`config.mk`:
```
export PLATFORM = sky130hd
export DESIGN_NAME = bucket_histogram_percentiles
export DESIGN_NICKNAME = d
export VERILOG_FILES = /design/src/design/bhp_pkg.sv /design/src/design/bhp_pct_scan.sv /design/src/design/bucket_histogram_percentiles.sv
export SDC_FILE = /design/constraint.sdc
export NUM_CORES = 2
export LEC_CHECK = 0
export BUFFER_PORTS_ARGS = -buffer_cell sky130_fd_sc_hd__clkbuf_2
export CAP_MARGIN = 40
export CORE_ASPECT_RATIO = 0.9
export CORE_MARGIN = 2
export CORE_UTILIZATION = 48
export DETAILED_ROUTE_END_ITERATION = 8
export HOLD_SLACK_MARGIN = 0.12
export SLEW_MARGIN = 20
export SYNTH_ARGS = -nofsm -noshare
export SYNTH_HDL_FRONTEND = slang
export SYNTH_HIERARCHICAL = 1
export SYNTH_SLANG_ARGS = --single-unit
```
`constraint.sdc`:
```
create_clock -name clk -period 19.2 [get_ports clk]
set_input_delay 3.84 -clock clk [delete_from_list [all_inputs] [get_ports clk]]
set_output_delay 3.84 -clock clk [all_outputs]
set_load 0.01 [all_outputs]
```
`src/design/bhp_pkg.sv`:
```
// Shared constants, types and helpers of the bucket histogram with percentile estimates.
package bhp_pkg;

  localparam int MAX_BOUNDS  = 8;
  localparam int COUNT_WIDTH = 48;
  localparam int VALUE_WIDTH = 32;

  localparam int NUM_BUCKETS = MAX_BOUNDS + 1;
  localparam int IDX_W       = $clog2(NUM_BUCKETS);
  localparam int NUM_PAIRS   = 4;
  localparam int PAIR_W      = 64;
  localparam int CFG_IDX_W   = 3;
  localparam int SUM_W       = 64;
  // Cumulative bucket sum and its value scaled by one hundred.
  localparam int CUM_W       = COUNT_WIDTH + IDX_W;
  localparam int SCALE_W     = CUM_W + 7;

  typedef logic [IDX_W-1:0]       idx_t;
  typedef logic [COUNT_WIDTH-1:0] count_t;
  typedef logic [VALUE_WIDTH-1:0] value_t;
  typedef logic [NUM_PAIRS-1:0][PAIR_W-1:0] bound_regs_t;

  typedef enum logic [1:0] {
    CMD_OBSERVE = 2'd0,
    CMD_QUERY   = 2'd1,
    CMD_CLEAR   = 2'd2,
    CMD_NONE    = 2'd3
  } cmd_e;

  typedef enum logic [CFG_IDX_W-1:0] {
    REG_BOUNDS_IN_USE = 3'd0,
    REG_PAIR_A        = 3'd1,
    REG_PAIR_B        = 3'd2,
    REG_PAIR_C        = 3'd3,
    REG_PAIR_D        = 3'd4
  } cfg_reg_e;

  typedef enum logic [1:0] {
    ST_IDLE,
    ST_SCAN,
    ST_EMIT_RD,
    ST_EMIT_LD
  } state_e;

  typedef struct packed {
    logic [1:0]  command;
    logic [31:0] sample_value;
  } in_item_t;

  typedef struct packed {
    logic [3:0]  bucket_index;
    logic [47:0] bucket_count;
    logic [47:0] total_count;
    logic [63:0] value_sum;
    logic [31:0] median_estimate;
    logic [31:0] p95_estimate;
    logic [31:0] p99_estimate;
    logic        last_bucket;
  } out_item_t;

  // Control from the query sequencer to the percentile scan unit.
  typedef struct packed {
    logic start;
    logic step;
    idx_t idx;
  } scan_ctrl_t;

  // Bound i sits in pair i/2, low half for even i and high half for odd i.
  function automatic value_t bound_at(input bound_regs_t regs, input idx_t i);
    logic [PAIR_W-1:0] pair;
    pair = regs[2'(i >> 1)];
    return i[0] ? value_t'(pair[63:32]) : value_t'(pair[31:0]);
  endfunction

  function automatic idx_t active_bounds(input logic [3:0] b);
    if (32'(b) > MAX_BOUNDS) begin
      return idx_t'(MAX_BOUNDS);
    end
    return idx_t'(b);
  endfunction

endpackage

```
`src/design/bhp_pct_scan.sv`:
```
// Percentile scan unit: accumulates bucket counts in order and picks p50, p95 and p99 bounds.
module bhp_pct_scan
  import bhp_pkg::*;
(
  input  logic        clk,
  input  logic        rst_n,
  input  scan_ctrl_t  ctrl,
  input  count_t      count,
  input  count_t      total,
  input  idx_t        n,
  input  bound_regs_t bounds,
  output value_t      p50,
  output value_t      p95,
  output value_t      p99
);

  // Constant multiplications written as shift-add trees.
  function automatic logic [SCALE_W-1:0] times50(input logic [SCALE_W-1:0] y);
    return (y << 5) + (y << 4) + (y << 1);
  endfunction

  function automatic logic [SCALE_W-1:0] times95(input logic [SCALE_W-1:0] y);
    return (y << 6) + (y << 5) - y;
  endfunction

  function automatic logic [SCALE_W-1:0] times99(input logic [SCALE_W-1:0] y);
    return (y << 6) + (y << 5) + (y << 1) + y;
  endfunction

  function automatic logic [SCALE_W-1:0] times100(input logic [SCALE_W-1:0] y);
    return (y << 6) + (y << 5) + (y << 2);
  endfunction

  logic [SCALE_W-1:0]          cum_r;
  logic [2:0][SCALE_W-1:0]     tgt_r;
  logic [2:0][VALUE_WIDTH-1:0] est_r;
  logic [2:0]                  found_r;

  logic [SCALE_W-1:0] cum_nxt;
  logic [SCALE_W-1:0] total_s;
  idx_t               n_m1;
  value_t             hit_bound;

  // The sum reaches ceil(total * p / 100) exactly when 100 * sum >= total * p,
  // so no division is needed.
  always_comb begin
    total_s   = SCALE_W'(total);
    n_m1      = n - idx_t'(1);
    cum_nxt   = cum_r + times100(SCALE_W'(count));
    hit_bound = (ctrl.idx < n) ? bound_at(bounds, ctrl.idx) : bound_at(bounds, n_m1);
  end

  always_ff @(posedge clk) begin
    if (!rst_n) begin
      found_r <= '0;
    end else if (ctrl.start) begin
      if (total == '0 || n == '0) begin
        found_r <= '1;
      end else begin
        found_r <= '0;
      end
    end else if (ctrl.step) begin
      for (int k = 0; k < 3; k++) begin
        if (!found_r[k] && cum_nxt >= tgt_r[k]) begin
          found_r[k] <= 1'b1;
        end
      end
    end
  end

  always_ff @(posedge clk) begin
    if (ctrl.start) begin
      cum_r    <= '0;
      tgt_r[0] <= times50(total_s);
      tgt_r[1] <= times95(total_s);
      tgt_r[2] <= times99(total_s);
      for (int k = 0; k < 3; k++) begin
        // Without samples or bounds every estimate is zero; otherwise the
        // fallback is the last active bound.
        est_r[k] <= (total == '0 || n == '0) ? '0 : bound_at(bounds, n_m1);
      end
    end else if (ctrl.step) begin
      cum_r <= cum_nxt;
      for (int k = 0; k < 3; k++) begin
        if (!found_r[k] && cum_nxt >= tgt_r[k]) begin
          est_r[k] <= hit_bound;
        end
      end
    end
  end

  assign p50 = est_r[0];
  assign p95 = est_r[1];
  assign p99 = est_r[2];

endmodule

```
`src/design/bucket_histogram_percentiles.sv`:
```
// Bucketed histogram with configurable bounds, percentile estimates and streamed snapshots.
//
// Items arrive on in_valid/in_ready with a command and a sample value. An observe
// item is taken every cycle while idle: its bucket is found on acceptance, the count
// memory is read, and in the next cycle the count is incremented (saturating) and
// written back, with forwarding between back-to-back observes of one bucket. A clear
// item zeroes counts, total and sum. Observe and clear give no result. A query stops
// intake; it scans buckets 0..n through the one memory read port (n = active
// bounds), one bucket a cycle, then reads each bucket again and loads it into the
// output register, each result taking a memory read step and then an output load
// step. The next item is taken once the last result is loaded. A stalled out_ready
// holds the output register and the per-bucket reads and loads wait behind it.
// Reset is synchronous: per-bucket valid bits make all counts read as zero at once,
// so no clearing pass follows reset. The plain cfg_we write port sets the bounds;
// the user must write it only while the block is idle; the block does not enforce it.
module bucket_histogram_percentiles
  import bhp_pkg::*;
(
  input  logic                 clk,
  input  logic                 rst_n,
  input  logic                 in_valid,
  output logic                 in_ready,
  input  in_item_t             in_item,
  output logic                 out_valid,
  input  logic                 out_ready,
  output out_item_t            out_item,
  input  logic                 cfg_we,
  input  logic [CFG_IDX_W-1:0] cfg_index,
  input  logic [PAIR_W-1:0]    cfg_wdata
);

  // Configuration registers.
  logic [3:0]  bounds_in_use_r;
  bound_regs_t bound_regs_r;
  idx_t        n_act;

  always_ff @(posedge clk) begin
    if (!rst_n) begin
      bounds_in_use_r <= '0;
      bound_regs_r    <= '0;
    end else if (cfg_we) begin
      unique case (cfg_reg_e'(cfg_index))
        REG_BOUNDS_IN_USE: bounds_in_use_r <= cfg_wdata[3:0];
        REG_PAIR_A:        bound_regs_r[0] <= cfg_wdata;
        REG_PAIR_B:        bound_regs_r[1] <= cfg_wdata;
        REG_PAIR_C:        bound_regs_r[2] <= cfg_wdata;
        REG_PAIR_D:        bound_regs_r[3] <= cfg_wdata;
        default: ;
      endcase
    end
  end

  assign n_act = active_bounds(bounds_in_use_r);

  // Input acceptance and bucket lookup.
  logic   in_acc;
  cmd_e   in_cmd;
  value_t sample;
  idx_t   find_idx;

  assign in_acc = in_valid && in_ready;
  assign in_cmd = cmd_e'(in_item.command);
  assign sample = value_t'(in_item.sample_value);

  always_comb begin
    find_idx = '0;
    for (int i = 0; i < MAX_BOUNDS; i++) begin
      if (idx_t'(i) < n_act && bound_at(bound_regs_r, idx_t'(i)) <= sample) begin
        find_idx = find_idx + idx_t'(1);
      end
    end
  end

  // Count memory with per-entry valid bits.
  logic [COUNT_WIDTH-1:0] mem [NUM_BUCKETS];
  logic [NUM_BUCKETS-1:0] ent_vld_r;
  count_t                 rd_data_r;
  logic                   rd_vld_r;
  logic                   mem_re;
  idx_t                   mem_raddr;
  logic                   mem_we;
  idx_t                   mem_waddr;
  count_t                 mem_wdata;
  count_t                 rd_cnt;

  always_ff @(posedge clk) begin
    if (mem_we) begin
      mem[mem_waddr] <= mem_wdata;
    end
    if (mem_re) begin
      rd_data_r <= mem[mem_raddr];
      rd_vld_r  <= ent_vld_r[mem_raddr];
    end
  end

  assign rd_cnt = rd_vld_r ? rd_data_r : '0;

  // Update stage: the cycle after acceptance.
  logic   s1_vld_r;
  cmd_e   s1_cmd_r;
  idx_t   s1_idx_r;
  value_t s1_val_r;
  logic   s1_obs;
  logic   s1_clr;
  logic   s1_qry;

  logic   fwd_vld_r;
  idx_t   fwd_idx_r;
  count_t fwd_cnt_r;
  logic   clr_prev_r;
  count_t old_cnt;
  count_t new_cnt;

  count_t           total_r;
  logic [SUM_W-1:0] sum_r;

  assign s1_obs = s1_vld_r && s1_cmd_r == CMD_OBSERVE;
  assign s1_clr = s1_vld_r && s1_cmd_r == CMD_CLEAR;
  assign s1_qry = s1_vld_r && s1_cmd_r == CMD_QUERY;

  always_ff @(posedge clk) begin
    if (!rst_n) begin
      s1_vld_r <= 1'b0;
    end else begin
      s1_vld_r <= in_acc && in_cmd != CMD_NONE;
    end
  end

  always_ff @(posedge clk) begin
    if (in_acc) begin
      s1_cmd_r <= in_cmd;
      s1_idx_r <= find_idx;
      s1_val_r <= sample;
    end
  end

  // The memory read of this item may have missed the write of the item just
  // before it, or a clear just before it; those take precedence.
  always_comb begin
    if (clr_prev_r) begin
      old_cnt = '0;
    end else if (fwd_vld_r && fwd_idx_r == s1_idx_r) begin
      old_cnt = fwd_cnt_r;
    end else begin
      old_cnt = rd_cnt;
    end
    new_cnt   = (old_cnt == '1) ? old_cnt : old_cnt + count_t'(1);
    mem_we    = s1_obs;
    mem_waddr = s1_idx_r;
    mem_wdata = new_cnt;
  end

  always_ff @(posedge clk) begin
    if (!rst_n) begin
      fwd_vld_r  <= 1'b0;
      clr_prev_r <= 1'b0;
      ent_vld_r  <= '0;
      total_r    <= '0;
      sum_r      <= '0;
    end else begin
      fwd_vld_r  <= s1_obs;
      clr_prev_r <= s1_clr;
      if (s1_clr) begin
        ent_vld_r <= '0;
        total_r   <= '0;
        sum_r     <= '0;
      end else if (s1_obs) begin
        ent_vld_r[s1_idx_r] <= 1'b1;
        total_r <= (total_r == '1) ? total_r : total_r + count_t'(1);
        sum_r   <= sum_r + SUM_W'(s1_val_r);
      end
    end
  end

  always_ff @(posedge clk) begin
    if (s1_obs) begin
      fwd_idx_r <= s1_idx_r;
      fwd_cnt_r <= new_cnt;
    end
  end

  // Query sequencer.
  state_e     state_r, state_nxt;
  idx_t       scan_idx_r, scan_idx_nxt;
  logic       issued_all_r, issued_all_nxt;
  logic       pend_r, pend_nxt;
  idx_t       pend_idx_r, pend_idx_nxt;
  idx_t       emit_idx_r, emit_idx_nxt;
  logic       out_valid_r, out_valid_nxt;
  out_item_t  out_item_r;
  out_item_t  out_item_nxt;
  logic       out_load;
  scan_ctrl_t scan_ctrl;
  value_t     p50, p95, p99;

  always_comb begin
    state_nxt      = state_r;
    scan_idx_nxt   = scan_idx_r;
    issued_all_nxt = issued_all_r;
    pend_nxt       = 1'b0;
    pend_idx_nxt   = pend_idx_r;
    emit_idx_nxt   = emit_idx_r;
    mem_re         = 1'b0;
    mem_raddr      = find_idx;
    out_load       = 1'b0;
    scan_ctrl      = '{start: s1_qry, step: 1'b0, idx: pend_idx_r};

    unique case (state_r)
      ST_IDLE: begin
        mem_re = in_acc && in_cmd == CMD_OBSERVE;
        if (s1_qry) begin
          state_nxt      = ST_SCAN;
          scan_idx_nxt   = '0;
          issued_all_nxt = 1'b0;
        end
      end
      ST_SCAN: begin
        mem_raddr      = scan_idx_r;
        scan_ctrl.step = pend_r;
        if (!issued_all_r) begin
          mem_re       = 1'b1;
          pend_nxt     = 1'b1;
          pend_idx_nxt = scan_idx_r;
          if (scan_idx_r == n_act) begin
            issued_all_nxt = 1'b1;
          end else begin
            scan_idx_nxt = scan_idx_r + idx_t'(1);
          end
        end
        if (pend_r && pend_idx_r == n_act) begin
          state_nxt    = ST_EMIT_RD;
          emit_idx_nxt = '0;
        end
      end
      ST_EMIT_RD: begin
        mem_re    = 1'b1;
        mem_raddr = emit_idx_r;
        state_nxt = ST_EMIT_LD;
      end
      ST_EMIT_LD: begin
        if (!out_valid_r || out_ready) begin
          out_load = 1'b1;
          if (emit_idx_r == n_act) begin
            state_nxt = ST_IDLE;
          end else begin
            emit_idx_nxt = emit_idx_r + idx_t'(1);
            state_nxt    = ST_EMIT_RD;
          end
        end
      end
      default: state_nxt = ST_IDLE;
    endcase

    if (out_load) begin
      out_valid_nxt = 1'b1;
    end else if (out_ready) begin
      out_valid_nxt = 1'b0;
    end else begin
      out_valid_nxt = out_valid_r;
    end

    out_item_nxt.bucket_index    = 4'(emit_idx_r);
    out_item_nxt.bucket_count    = 48'(rd_cnt);
    out_item_nxt.total_count     = 48'(total_r);
    out_item_nxt.value_sum       = sum_r;
    out_item_nxt.median_estimate = 32'(p50);
    out_item_nxt.p95_estimate    = 32'(p95);
    out_item_nxt.p99_estimate    = 32'(p99);
    out_item_nxt.last_bucket     = (emit_idx_r == n_act);
  end

  always_ff @(posedge clk) begin
    if (!rst_n) begin
      state_r      <= ST_IDLE;
      scan_idx_r   <= '0;
      issued_all_r <= 1'b0;
      pend_r       <= 1'b0;
      pend_idx_r   <= '0;
      emit_idx_r   <= '0;
      out_valid_r  <= 1'b0;
    end else begin
      state_r      <= state_nxt;
      scan_idx_r   <= scan_idx_nxt;
      issued_all_r <= issued_all_nxt;
      pend_r       <= pend_nxt;
      pend_idx_r   <= pend_idx_nxt;
      emit_idx_r   <= emit_idx_nxt;
      out_valid_r  <= out_valid_nxt;
    end
  end

  always_ff @(posedge clk) begin
    if (out_load) begin
      out_item_r <= out_item_nxt;
    end
  end

  bhp_pct_scan u_pct_scan (
    .clk    (clk),
    .rst_n  (rst_n),
    .ctrl   (scan_ctrl),
    .count  (rd_cnt),
    .total  (total_r),
    .n      (n_act),
    .bounds (bound_regs_r),
    .p50    (p50),
    .p95    (p95),
    .p99    (p99)
  );

  assign in_ready  = (state_r == ST_IDLE) && !s1_qry;
  assign out_valid = out_valid_r;
  assign out_item  = out_item_r;

`ifndef SYNTH
  a_query_starts_scan: assert property (@(posedge clk) disable iff (!rst_n)
    s1_qry |=> state_r == ST_SCAN)
    else $error("query in update stage did not start the bucket scan");

  a_load_only_from_emit: assert property (@(posedge clk) disable iff (!rst_n)
    $rose(out_valid_r) |-> $past(state_r) == ST_EMIT_LD)
    else $error("output became valid outside the emit load step");

  a_no_write_while_busy: assert property (@(posedge clk) disable iff (!rst_n)
    (state_r != ST_IDLE) |-> !mem_we)
    else $error("count memory written while a query is in progress");
`endif

endmodule

```
==> results.py <==
metrics = {
    "synthesis": {
        "synth_cell_types": 113,
        "synth.avg_cell_area_sq_um": 10.91,
        "yosysMostFrequentCell": "edfxtp_1",
        "synth_commonest_cells": "1095 x edfxtp_1, 869 x nand2_1, 790 x ha_1, 760 x a21oi_1, 510 x inv_1",
        "async_reset_ff_share_pct": 0,
        "yosysTopAreaCell": "edfxtp_1",
        "synth-seq-area-share_pct": 46.59,
        "synth_nets": 9277,
        "synth-edff-count": 1095,
        "syn_inst": 8284,
        "yosysTopAreaCellShare_pct": 36.38,
        "synth_flop_cell": "edfxtp_1",
        "synth_area_leaders": "edfxtp_1 36%, ha_1 11%, dfxtp_1 10%",
        "netlist_area_sq_um": 90380,
        "yosys_warnings": 6,
        "synth-seq-cells": 1556,
    },
    "placed_design": {
        "gp_congestion": 0.9342,
        "dp_hpwl_um": 194900,
        "io_buffers": 368,
        "dp_cells": 10980,
    },
    "worst_hold_path": {
        "hold_class": "flip-flop to flip-flop",
    },
    "worst_setup_path": {
        "cpMostUsedCell": "ha_1",
        "endpoint_kind": "flip-flop",
        "r2r_slack_ps": 8380,
        "crit_slowest_cell": "o311a_1",
        "worstPathArrival_ps": 13440,
        "required_ps": 19760,
        "path_class": "input pin to flip-flop",
        "cp_max_fo": 41,
        "start_kind": "input pin",
        "cpPeakStageDelay_ps": 340,
    },
    "global_routing": {
        "grt_overflow": 0,
        "antenna_found_initial": 23,
        "grt_pass1_wl_um": 405100,
        "first_global_vias": 64450,
        "grt_use_total_pct": 27.80,
        "grt_start_max_net_pins": 171,
    },
    "route": {
        "dr.first_iter.drc_count": 5700,
        "drcViolationCount": 0,
        "via_count": 66480,
        "viasPerCell": 5.880,
        "first_pass_iters": 8,
        "wl_per_cell_um": 23.87,
        "routed_wl_um": 269900,
        "ant_nets": 0,
    },
    "cells_and_area": {
        "regArea_sq_um": 42120,
        "multiInputGateArea_sq_um": 45230,
        "fillers": 16320,
        "area_growth_pct": 12.19,
        "drive_gt1_share_pct": 11.78,
        "fin_nets": 9626,
        "stdcell_count": 11310,
    },
    "floorplanning": {
        "die-area_sq_um": 191800,
        "coreArea_sq_um": 187600,
        "rows": 151,
        "initial_core_util_pct": 48.17,
        "die-height_um": 415.7,
        "fp.dieW_um": 461.4,
        "ios": 369,
    },
    "clocking": {
        "cts-root-buf": "clkbuf_16",
        "cts_inserted_buffers": 165,
        "htreeDepth": 4,
        "cts.repair.resized": 0,
        "cts_hold_buf": 0,
        "cts_setup_buffers": 0,
        "cts_sinks": 1556,
        "clock_latency_ps": 840,
        "clk_pin_slew_ps": 60,
        "clock_path_buffers": 3,
        "cts_tree": "yes",
    },
    "job": {
        "cap_viol_max_count": 0,
    },
    "pwr": {
        "power.density_nw_per_um2": 129.9,
        "irDropWorstVdd_uv": 137.0,
        "p_leak_nw": 40.99,
    },
    "outcome": {
        "outcome": "complete, no violations",
    },
    "timing": {
        "finalCritPeriodShare_pct": 67.08,
        "relSlewSlack_pct": 34.80,
        "hold_violations": 0,
        "finClkSkew_ps": 50.53,
        "period_minus_slack_ps": 12880,
        "final_max_slew_viol_count": 0,
        "fin_setup_tns_ps": 0,
        "rsz0062_at_grt": "false",
        "worst_pin_slew_ps": 977.9,
        "setup_viol": 0,
        "clock.fmax_mhz": 77.64,
    },
}
## registers in the layout, summed over array words and instances (netlist names), 3 cells and up
name	count
pend_idx_r	4
scan_idx_r	4
u_pct_scan/p95	32
bound_regs_r	256
u_pct_scan/p50	32
sum_r	64
ent_vld_r	9
total_r	48
fwd_idx_r	4
rd_data_r	48
u_pct_scan/p99	32
fwd_cnt_r	48
emit_idx_r	4
mem_waddr	4
out_item	261
bounds_in_use_r	4
u_pct_scan/cum_r	57
mem	432
s1_val_r	32
u_pct_scan/found_r	3
u_pct_scan/tgt_r	167
## worst max-delay path: cells and delay by family
kind                       cells  cell delay (ps)
buffers and inverters          5             1140
muxes                          1              320
AOI/OAI and AO/OA             16             2980
and+or+nand+nor               16             3080
adders and majority gates      7             1890
## kinds of logic after synthesis
family	after synthesis	share of synthesized area, %
flops	1556	46.59
xor+xnor	444	4.361
buf+inv	821	3.616
fa+ha+maj	887	13.09
compound gates	1888	13.30
other cells	1	0.004149
simple gates	2273	12.01
mux	414	7.031
## final cells by class
cell class | instances | share of cell area (%)
diodes | 9 | 0.02221
clock buffers | 209 | 4.362
clock inverters | 99 | 1.195
inverters | 514 | 1.912
multi-input cells | 5907 | 44.61
flip-flops and latches | 1556 | 41.54
well taps | 2524 | 3.115
repair buffers | 489 | 3.247
## through the flow
stage | util [%] | power [mW] | worst slack (ps) | hold slack [ps] | area [sq um]
6_report | 54.04 | 13.17 | 6320 | 404.4 | 101400
5_1_grt | 54.04 | 14.09 | 5864 | 421.2 | 101400
4_1_cts | 53.93 | 13.22 | 6410 | 417.2 | 101200
3_5_place_dp | 50.93 | 9.844 | 5579 | 404.5 | 95540
3_3_place_gp | 50.55 | 9.679 | 5348 | 400.9 | 94840
2_1_floorplan | - | 8.257 | 2870 | 400.3 | 90380
## power by group
group          internal (mW)  switching (mW)  total, mW
Sequential              3.94           0.108       4.05
Clock                   1.93            1.40       3.33
Combinational           2.28            3.51       5.79
## cell usage in the layout (no fill, tap or decap), drive strengths merged, types with 46 or more instances in the layout
master  instances
a211oi         46
a21o          251
a21oi         762
a31oi          46
and2          137
and3           64
buf           111
clkbuf        585
clkinv         61
dfxtp         461
edfxtp       1095
fa             97
ha            790
inv           523
mux2i         234
mux4          175
nand2         870
nand2b         84
nand3         149
nand4         152
nor2          445
nor2b         108
nor3           91
o21a           58
o21ai         275
o221ai         61
o22a           50
xnor2         289
xor2          152
## per-layer routing
layer	wire, um	part of all wire [%]	global-route usage, %
met3	17380	6.4	4.694
met5	140	0.052	0
met4	9362	3.5	9.153
met2	128300	48	45.96
met1	114700	43	37.03
## final timing paths
path,start,endpoint,depth (start not counted)
min,u_pct_scan/p50[22],out_item[87],0
max,in_item[1],rd_data_r[26],45
max reg2reg,rd_vld_r,u_pct_scan/p99[0],32
min reg2reg,u_pct_scan/p50[22],out_item[87],0
(Power assumes the default switching activity.)
